===== src/rtl/core/cfpo_pkg.sv =====
// Package with the word types, codes and constants of the convex frame outside test.
package cfpo_pkg;
    localparam int MAX_CORNERS_DEF = 8;
    localparam int COORD_WIDTH_DEF = 16;
    localparam int FIELD_WIDTH = 16;

    typedef enum logic [1:0] {
        CMD_LOAD     = 2'd0,
        CMD_FINALIZE = 2'd1,
        CMD_QUERY    = 2'd2,
        CMD_NONE     = 2'd3
    } t_cmd;

    typedef enum logic [1:0] {
        ST_OK        = 2'd0,
        ST_BAD_FRAME = 2'd1,
        ST_FEW       = 2'd2,
        ST_RANGE     = 2'd3
    } t_status;

    typedef struct packed {
        logic [1:0]              command;
        logic [2:0]              corner_index;
        logic signed [FIELD_WIDTH-1:0] x_coord;
        logic signed [FIELD_WIDTH-1:0] y_coord;
    } t_in_word;

    typedef struct packed {
        logic       outside;
        logic [1:0] status;
    } t_out_word;

    typedef enum logic [2:0] {
        S_IDLE,
        S_FETCH,
        S_EDGE,
        S_MUL,
        S_CMP,
        S_DONE
    } t_state;
endpackage


===== src/rtl/core/cfpo_front.sv =====
// Front part: accepts input words and holds them in a short queue for the back part.
module cfpo_front import cfpo_pkg::*; (
    input  logic     i_clk,
    input  logic     i_rst_n,
    input  logic     i_valid,
    output logic     o_stall,
    input  t_in_word i_word,
    output logic     o_q_valid,
    input  logic     i_q_take,
    output t_in_word o_q_word
);
    t_in_word r_mem [2];
    logic r_wp, r_rp;
    logic [1:0] r_cnt, n_cnt;
    logic push;

    assign o_stall   = (r_cnt == 2'd2);
    assign push      = i_valid && !o_stall;
    assign o_q_valid = (r_cnt != 2'd0);
    assign o_q_word  = r_mem[r_rp];

    always_comb begin
        n_cnt = r_cnt + 2'(push) - 2'(i_q_take && o_q_valid);
    end

    always_ff @(posedge i_clk) begin
        if (push) begin
            r_mem[r_wp] <= i_word;
        end
        if (!i_rst_n) begin
            r_wp <= 1'b0;
            r_rp <= 1'b0;
            r_cnt <= 2'd0;
        end else begin
            if (push) r_wp <= ~r_wp;
            if (i_q_take && o_q_valid) r_rp <= ~r_rp;
            r_cnt <= n_cnt;
        end
    end

    property p_no_take_empty;
        @(posedge i_clk) disable iff (!i_rst_n) i_q_take |-> o_q_valid;
    endproperty
    a_no_take_empty: assert property (p_no_take_empty) else $error("take from empty queue");

    property p_full_stalls;
        @(posedge i_clk) disable iff (!i_rst_n) (r_cnt == 2'd2) |-> o_stall;
    endproperty
    a_full_stalls: assert property (p_full_stalls) else $error("full queue not stalling");

    property p_cnt_range;
        @(posedge i_clk) disable iff (!i_rst_n) r_cnt != 2'd3;
    endproperty
    a_cnt_range: assert property (p_cnt_range) else $error("queue count overflow");
endmodule


===== src/rtl/core/cfpo_back.sv =====
// Back part: corner store, side flags and the edge-by-edge sequencer for finalize and query.
module cfpo_back import cfpo_pkg::*; #(
    parameter int MAX_CORNERS = MAX_CORNERS_DEF,
    parameter int COORD_WIDTH = COORD_WIDTH_DEF
) (
    input  logic      i_clk,
    input  logic      i_rst_n,
    input  logic [3:0] i_corner_count,
    input  logic      i_q_valid,
    output logic      o_q_take,
    input  t_in_word  i_q_word,
    output logic      o_valid,
    input  logic      i_stall,
    output t_out_word o_word,
    output logic      o_busy
);
    localparam int IW = (MAX_CORNERS > 1) ? $clog2(MAX_CORNERS) : 1;
    localparam int DW = COORD_WIDTH + 1;
    localparam int PW = 2 * DW;
    localparam int CW = IW + 1;

    logic signed [COORD_WIDTH-1:0] r_xs [MAX_CORNERS];
    logic signed [COORD_WIDTH-1:0] r_ys [MAX_CORNERS];
    logic [MAX_CORNERS-1:0] r_flag, n_flag, r_nf, n_nf;

    t_state r_state, n_state;
    t_in_word r_cmd, n_cmd;
    logic [IW-1:0] r_i, n_i, r_j, n_j;
    logic [CW-1:0] r_hi, n_hi, r_lo, n_lo;
    logic signed [COORD_WIDTH-1:0] r_x0, r_y0, r_x1, r_y1, r_px, r_py;
    logic signed [COORD_WIDTH-1:0] n_x0, n_y0, n_x1, n_y1, n_px, n_py;
    logic signed [DW-1:0] r_a, r_b, r_c, r_d, n_a, n_b, n_c, n_d;
    logic r_vert, r_horz, r_dxpos, n_vert, n_horz, n_dxpos;
    logic signed [PW-1:0] r_p, r_q;
    logic r_ov, n_ov;
    t_out_word r_out, n_out;
    logic r_ovalid, n_ovalid;

    logic [IW-1:0] i1, nlast;
    logic [3:0] cnt;
    logic signed [DW-1:0] dx, dy;
    logic signed [1:0] s, side;
    logic skip, last_j, last_i;
    logic signed [COORD_WIDTH-1:0] qx, qy;

    assign cnt   = i_corner_count;
    assign nlast = IW'(cnt - 4'd1);
    assign i1    = (r_i == nlast) ? '0 : r_i + 1'b1;
    assign qx    = COORD_WIDTH'(i_q_word.x_coord);
    assign qy    = COORD_WIDTH'(i_q_word.y_coord);
    assign o_valid = r_ovalid;
    assign o_word  = r_out;
    assign o_busy  = (r_state != S_IDLE) || r_ovalid;
    assign o_q_take = (r_state == S_IDLE) && i_q_valid && !(r_ovalid && i_stall);

    always_comb begin
        dx = DW'(r_x1) - DW'(r_x0);
        dy = DW'(r_y1) - DW'(r_y0);
        if (r_vert)      s = (r_a > 0) ? 2'sd1 : ((r_a < 0) ? -2'sd1 : 2'sd0);
        else if (r_horz) s = (r_b > 0) ? 2'sd1 : ((r_b < 0) ? -2'sd1 : 2'sd0);
        else             s = (r_p > r_q) ? 2'sd1 : ((r_p < r_q) ? -2'sd1 : 2'sd0);
        side = (r_vert || r_horz || r_dxpos) ? s : -s;
    end

    always_comb begin
        n_state = r_state; n_cmd = r_cmd; n_i = r_i; n_j = r_j;
        n_hi = r_hi; n_lo = r_lo; n_x0 = r_x0; n_y0 = r_y0; n_x1 = r_x1;
        n_y1 = r_y1; n_px = r_px; n_py = r_py; n_a = r_a; n_b = r_b;
        n_c = r_c; n_d = r_d; n_vert = r_vert; n_horz = r_horz;
        n_dxpos = r_dxpos; n_ov = r_ov; n_flag = r_flag; n_nf = r_nf;
        n_out = r_out; n_ovalid = r_ovalid && i_stall;
        skip = 1'b0; last_j = 1'b0; last_i = 1'b0;
        unique case (r_state)
            S_IDLE: begin
                if (o_q_take) begin
                    n_cmd = i_q_word;
                    n_px = qx; n_py = qy;
                    n_i = '0; n_j = '0; n_hi = '0; n_lo = '0; n_ov = 1'b0;
                    n_nf = r_flag;
                    n_out = '{outside: 1'b0, status: ST_OK};
                    priority if (i_q_word.command == CMD_LOAD) begin
                        if (32'(i_q_word.corner_index) >= MAX_CORNERS)
                            n_out.status = ST_RANGE;
                        n_ovalid = 1'b1;
                    end else if (i_q_word.command == CMD_NONE) begin
                        n_ovalid = 1'b1;
                    end else if (cnt < 4'd3) begin
                        n_out.status = ST_FEW; n_ovalid = 1'b1;
                    end else if (32'(cnt) > MAX_CORNERS) begin
                        n_out.status = ST_RANGE; n_ovalid = 1'b1;
                    end else begin
                        n_state = S_FETCH;
                    end
                end
            end
            S_FETCH: begin
                n_x0 = r_xs[r_i]; n_y0 = r_ys[r_i];
                n_x1 = r_xs[i1];  n_y1 = r_ys[i1];
                if (r_cmd.command == CMD_FINALIZE) begin
                    n_px = r_xs[r_j]; n_py = r_ys[r_j];
                end
                n_state = S_EDGE;
            end
            S_EDGE: begin
                n_vert  = (dx == 0);
                n_horz  = (dy == 0);
                n_dxpos = (dx > 0);
                n_a = DW'(r_px) - DW'(r_x0);
                n_b = DW'(r_py) - DW'(r_y0);
                n_c = dx; n_d = dy;
                n_state = S_MUL;
            end
            S_MUL: n_state = S_CMP;
            S_CMP: begin
                if (r_cmd.command == CMD_QUERY) begin
                    last_i = (r_i == nlast);
                    if ((!r_flag[r_i] && side > 0) || (r_flag[r_i] && side < 0)) begin
                        n_out.outside = 1'b1; n_state = S_DONE;
                    end else if (last_i) begin
                        n_state = S_DONE;
                    end else begin
                        n_i = r_i + 1'b1; n_state = S_FETCH;
                    end
                end else begin
                    skip = (r_j == r_i) || (r_j == i1);
                    if (!skip && side > 0) n_hi = r_hi + 1'b1;
                    if (!skip && side < 0) n_lo = r_lo + 1'b1;
                    last_j = (r_j == nlast);
                    n_state = S_FETCH;
                    if (!last_j) begin
                        n_j = r_j + 1'b1;
                    end else begin
                        last_i = (r_i == nlast);
                        if (CW'(n_hi) + CW'(2) == CW'(cnt))      n_nf[r_i] = 1'b1;
                        else if (CW'(n_lo) + CW'(2) == CW'(cnt)) n_nf[r_i] = 1'b0;
                        else n_ov = 1'b1;
                        n_j = '0; n_hi = '0; n_lo = '0;
                        if (n_ov) begin
                            n_out.status = ST_BAD_FRAME; n_state = S_DONE;
                        end else if (last_i) begin
                            n_flag = n_nf; n_state = S_DONE;
                        end else begin
                            n_i = r_i + 1'b1;
                        end
                    end
                end
            end
            S_DONE: begin
                if (!(r_ovalid && i_stall)) begin
                    n_ovalid = 1'b1; n_state = S_IDLE;
                end
            end
            default: n_state = S_IDLE;
        endcase
    end

    always_ff @(posedge i_clk) begin
        if (o_q_take && i_q_word.command == CMD_LOAD
                && 32'(i_q_word.corner_index) < MAX_CORNERS) begin
            r_xs[IW'(i_q_word.corner_index)] <= qx;
            r_ys[IW'(i_q_word.corner_index)] <= qy;
        end
        r_p <= PW'(r_b) * PW'(r_c);
        r_q <= PW'(r_a) * PW'(r_d);
        r_cmd <= n_cmd; r_i <= n_i; r_j <= n_j; r_hi <= n_hi; r_lo <= n_lo;
        r_x0 <= n_x0; r_y0 <= n_y0; r_x1 <= n_x1; r_y1 <= n_y1;
        r_px <= n_px; r_py <= n_py; r_a <= n_a; r_b <= n_b; r_c <= n_c;
        r_d <= n_d; r_vert <= n_vert; r_horz <= n_horz; r_dxpos <= n_dxpos;
        r_ov <= n_ov; r_nf <= n_nf; r_out <= n_out;
        if (!i_rst_n) begin
            r_state <= S_IDLE;
            r_flag <= '0;
            r_ovalid <= 1'b0;
        end else begin
            r_state <= n_state;
            r_flag <= n_flag;
            r_ovalid <= n_ovalid;
        end
    end

    property p_out_hold;
        @(posedge i_clk) disable iff (!i_rst_n) (r_ovalid && i_stall) |=> $stable(r_out);
    endproperty
    a_out_hold: assert property (p_out_hold) else $error("result word changed under stall");

    property p_take_idle;
        @(posedge i_clk) disable iff (!i_rst_n) o_q_take |-> (r_state == S_IDLE);
    endproperty
    a_take_idle: assert property (p_take_idle) else $error("word taken while busy");

    property p_flag_only_ok;
        @(posedge i_clk) disable iff (!i_rst_n)
            (r_flag != $past(r_flag)) |-> ($past(r_state) == S_CMP);
    endproperty
    a_flag_only_ok: assert property (p_flag_only_ok) else $error("flags changed outside finalize");
endmodule


===== src/rtl/core/convex_frame_point_outside_test_core.sv =====
// Top level of the convex frame point outside test.
// A load or unused command has its answer set up in the result register when its word
// is taken from the queue; a finalize or query walks the edges through one shared fetch,
// subtract, multiply and compare sequence per step. A two-word queue in front and a
// result register behind let each side stall on its own. Up to two words are queued
// while one is in work.
module convex_frame_point_outside_test_core import cfpo_pkg::*; #(
    parameter int MAX_CORNERS = MAX_CORNERS_DEF,
    parameter int COORD_WIDTH = COORD_WIDTH_DEF
) (
    input  logic      i_clk,
    input  logic      i_rst_n,
    input  logic      i_valid,
    output logic      o_stall,
    input  t_in_word  i_word,
    output logic      o_valid,
    input  logic      i_stall,
    output t_out_word o_word,
    input  logic      i_cfg_valid,
    output logic      o_cfg_ready,
    input  logic [3:0] i_cfg_data
);
    logic [3:0] r_corner_count;
    logic q_valid, q_take, busy;
    t_in_word q_word;

    assign o_cfg_ready = 1'b1;

    always_ff @(posedge i_clk) begin
        if (!i_rst_n) r_corner_count <= 4'd0;
        else if (i_cfg_valid && o_cfg_ready) r_corner_count <= i_cfg_data;
    end

    cfpo_front u_front (
        .i_clk(i_clk), .i_rst_n(i_rst_n), .i_valid(i_valid), .o_stall(o_stall),
        .i_word(i_word), .o_q_valid(q_valid), .i_q_take(q_take), .o_q_word(q_word)
    );

    cfpo_back #(.MAX_CORNERS(MAX_CORNERS), .COORD_WIDTH(COORD_WIDTH)) u_back (
        .i_clk(i_clk), .i_rst_n(i_rst_n), .i_corner_count(r_corner_count),
        .i_q_valid(q_valid), .o_q_take(q_take), .i_q_word(q_word),
        .o_valid(o_valid), .i_stall(i_stall), .o_word(o_word), .o_busy(busy)
    );

    property p_busy_when_queued;
        @(posedge i_clk) disable iff (!i_rst_n) o_valid |-> busy;
    endproperty
    a_busy_when_queued: assert property (p_busy_when_queued) else $error("result without busy");
endmodule

===== config.mk =====
export PLATFORM = sky130hd
export DESIGN_NAME = convex_frame_point_outside_test_core
export DESIGN_NICKNAME = d
export VERILOG_FILES = /design/src/rtl/core/cfpo_pkg.sv /design/src/rtl/core/cfpo_front.sv /design/src/rtl/core/cfpo_back.sv /design/src/rtl/core/convex_frame_point_outside_test_core.sv
export SDC_FILE = /design/constraint.sdc
export NUM_CORES = 2
export LEC_CHECK = 0
export BUFFER_PORTS_ARGS = -buffer_cell sky130_fd_sc_hd__buf_2
export CORE_ASPECT_RATIO = 0.8
export CORE_MARGIN = 1
export CORE_UTILIZATION = 35
export CTS_CLUSTER_SIZE = 24
export DETAILED_ROUTE_END_ITERATION = 8
export GPL_TIMING_DRIVEN = 0
export PLACE_DENSITY = 0.54
export SETUP_SLACK_MARGIN = 0.4
export SYNTH_ARGS = -nofsm -noshare
export SYNTH_HDL_FRONTEND = slang
export SYNTH_SLANG_ARGS = --single-unit

===== constraint.sdc =====
create_clock -name i_clk -period 11.48 [get_ports i_clk]
set_clock_uncertainty 0.05 [all_clocks]
set_input_delay 0 -clock i_clk [delete_from_list [all_inputs] [get_ports i_clk]]
set_output_delay 0 -clock i_clk [all_outputs]
set_load 0.005 [all_outputs]

==> key figures <==
Worst setup path
  • Worst Setup End Kind: flip-flop
  • CP Data Arrival Time: 9070 ps
  • Cell family with most CP delay: adder cells
  • Crit. Startpoint: u_back.r_b[12]
  • RR Startpoint: u_back.r_b[12]
  • Startpoint Class: flip-flop
  • Worst Path Required: 12000 ps
  • Worst R2R End: u_back.r_p[33]
  • Kind of critical path: flip-flop to flip-flop
  • CP max stage delay: 620 ps
  • Buf/Inv on CP: 7
  • CP Max Fanout: 10
  • R2R Setup Slk: 2930 ps
  • Cell repeated most along the worst path: fa_1
  • Worst R2R Path Depth: 28
  • Max stage delay cell, worst path: clkbuf_1

Clock tree
  • Clock transition at path regs: 60 ps
  • Num CTS Buffers: 61
  • H-tree depth: 2
  • CTS tree: built
  • Post-CTS setup buffer count: 0
  • Cts repair resizes: 0
  • Insertion delay to the later sink of the worst-skew pair: 680 ps
  • CTS max path bufs: 3
  • Hold_buf cts: 87
  • CTS Sinks: 617
  • Root Driver: clkbuf_16

Cells and area
  • Layout cells sized above 1: 9.41%
  • Most common cell after layout, fill and taps aside: inv_1
  • Commonest cells after routing, fill and taps aside: inv_1, fa_1, edfxtp_1
  • Final std cells w/o fill: 6515
  • Fin nets: 5489
  • Layout area overhead: 11.8%

Synth
  • Mapped cell area: 50600 µm²
  • Synth cell types: 98
  • Post-synth EDFFs: 525
  • Post-synthesis async set-or-reset flop share: 0%
  • Synth Area per Inst: 11.6 µm²
  • Top-area cell type share of the netlist area: 31.2%
  • Post-synth top area cell: edfxtp_1
  • Synthesized instance count: 4350
  • Syn Nets: 5271
  • Synth Flop Type: edfxtp_1
  • FF+latch count, synth: 617
  • Synth top area cells: edfxtp_1, fa_1, ha_1
  • Sequential area share after synthesis: 34.8%
  • Yosys warning count: 0

STA
  • Slew HR: 5.10%
  • Final min period: 8550 ps
  • Worst-Margin Slew: 1420 ps
  • Final Hold Fails: 0
  • WHS: 169 ps
  • RSZ-0062 raised after global routing: false
  • Worst setup margin: 2930 ps
  • Sum Neg Setup Slack: 0 ps
  • Pins Over Slew Limit: 0
  • # setup viols final: 0
  • Max Freq: 117 MHz
  • Final Cycle Share: 74.5%

GRT
  • Vias in the first global route: 34392
  • Total grt overflow: 0
  • Total track usage: 19.6%
  • Largest net degree at the start of global routing: 50
  • Initial antenna violation count: 6
  • First-pass GRT wire length: 216000 µm

Placed design
  • Placed cells: 6308
  • IO buf count: 49
  • Post-Place Worst Slack: 2980 ps
  • Final GP Congestion: 0.885
  • Dpl hpwl: 109000 µm

Detailed routing
  • WL/cell: 21.6 µm
  • Drt drc: 0
  • DRT antenna net count: 0
  • DRT Wirelength: 141000 µm
  • Routed vias/inst: 5.13
  • Drt pass-1 iters: 7
  • DR iter-0 viols: 2802
  • Via count: 33436

Floorplanning
  • Die footprint: 146000 µm²
  • Starting Density: 35.3%
  • Die Wd: 427 µm
  • Cell Rows: 124
  • Io pins: 52
  • Core footprint: 143000 µm²
  • Die height: 342 µm

Flow run
  • Max Cap Viol: 0

Hold path
  • Hold EP: u_back.r_state[0]
  • Cell count of the worst hold path: 4
  • Hold_sp: i_rst_n
  • Tightest Hold Check Type: input port to flip-flop

Run status
  • Outcome: finished clean
## metrics by stage
| step | utilization (%) | cell area (µm²) |
|---|---|---|
| 2_1_floorplan | - | 50600 |
| 4_1_cts | 39.5 | 56500 |
| 3_3_place_gp | 37.1 | 53200 |
| 6_report | 39.5 | 56600 |
| 3_5_place_dp | 37.4 | 53600 |
| 5_1_grt | 39.5 | 56600 |
## worst max path at each step
stage / cells past startpoint / endpoint / slack (ps)
floorplan: 28 / u_back.r_p[33] / 4590
global placement: 28 / u_back.r_p[33] / 3010
detailed placement: 28 / u_back.r_p[33] / 2980
CTS: 28 / u_back.r_p[33] / 2960
global route: 28 / u_back.r_p[33] / 2430
finish: 28 / u_back.r_p[33] / 2930
## area by class of cell
type / instances / area, µm²
flip-flops and latches: 617 / 17600
multi-input cells: 2802 / 29500
inverters: 740 / 2780
diodes: 4 / 10.0
well taps: 1890 / 2360
plain buffers: 191 / 744
clock inverters: 50 / 551
clock buffers: 66 / 1550
repair buffers: 155 / 1420
fillers: 13819 / 86600
## cells by family after synthesis
logic type	count (synthesis)	synth area share (%)
other	1	0.00742
xor gates and xnor gates	141	2.53
AOI/OAI and AO/OA	488	6.75
DFF	617	34.8
buffers and inverters	931	6.96
adders and majority gates	875	30.5
muxes	243	8.17
and+or+nand+nor	1054	10.3
## metal layers
metal	track usage [%]	routed length [µm]	vias to the layer above
met5	0	27	-
met4	4.49	3380	4
met3	3.12	10300	184
met2	29.7	61400	1224
met1	29.3	65800	17013
li1	-	-	15011
## Yosys cell counts, types with 7 or more instances
| library cell | number |
|---|---|
| dfxtp_1 | 92 |
| clkbuf_1 | 167 |
| nor3_1 | 36 |
| mux2i_1 | 40 |
| o211ai_1 | 17 |
| mux2_2 | 74 |
| and2_1 | 241 |
| a21o_1 | 17 |
| o21ai_0 | 69 |
| nor2b_1 | 24 |
| a21oi_1 | 100 |
| a211oi_1 | 12 |
| a21boi_0 | 23 |
| xor2_1 | 33 |
| nand2b_1 | 44 |
| edfxtp_1 | 525 |
| o21bai_1 | 7 |
| buf_1 | 19 |
| nand4_1 | 39 |
| or3_1 | 7 |
| fa_1 | 596 |
| and3_1 | 14 |
| inv_1 | 739 |
| xnor2_1 | 104 |
| nor2_1 | 172 |
| ha_1 | 279 |
| a31oi_1 | 11 |
| nand2_1 | 405 |
| nand3_1 | 31 |
| mux4_2 | 128 |
| a22oi_1 | 132 |
| nor4_1 | 10 |
| o21a_1 | 25 |
## worst min-delay path, delay by kind of cell
kind            cells  cell delay [ps]
buf+inv             3              800
compound gates      1               50
## state kept, by name, summed over array words and instances, names as in the netlist, 4 cells and up, named ones only
| register | cells |
|---|---|
| u_back.r_y0 | 16 |
| u_back.r_b | 17 |
| u_back.r_c | 17 |
| u_back.r_a | 17 |
| u_back.r_px | 16 |
| u_back.r_y1 | 16 |
| u_back.r_flag | 8 |
| u_back.r_nf | 8 |
| u_back.r_xs | 128 |
| u_back.r_lo | 4 |
| u_back.r_x1 | 16 |
| u_back.r_p | 34 |
| u_back.r_x0 | 16 |
| u_back.r_d | 17 |
| u_back.r_ys | 128 |
| r_corner_count | 4 |
| u_front.r_mem | 74 |
| u_back.r_hi | 4 |
| u_back.r_q | 34 |
| u_back.r_py | 16 |
Power is left out: the tool's default activity adds up to more than one toggle a clock period on the data nets, which glitch-free logic cannot reach.
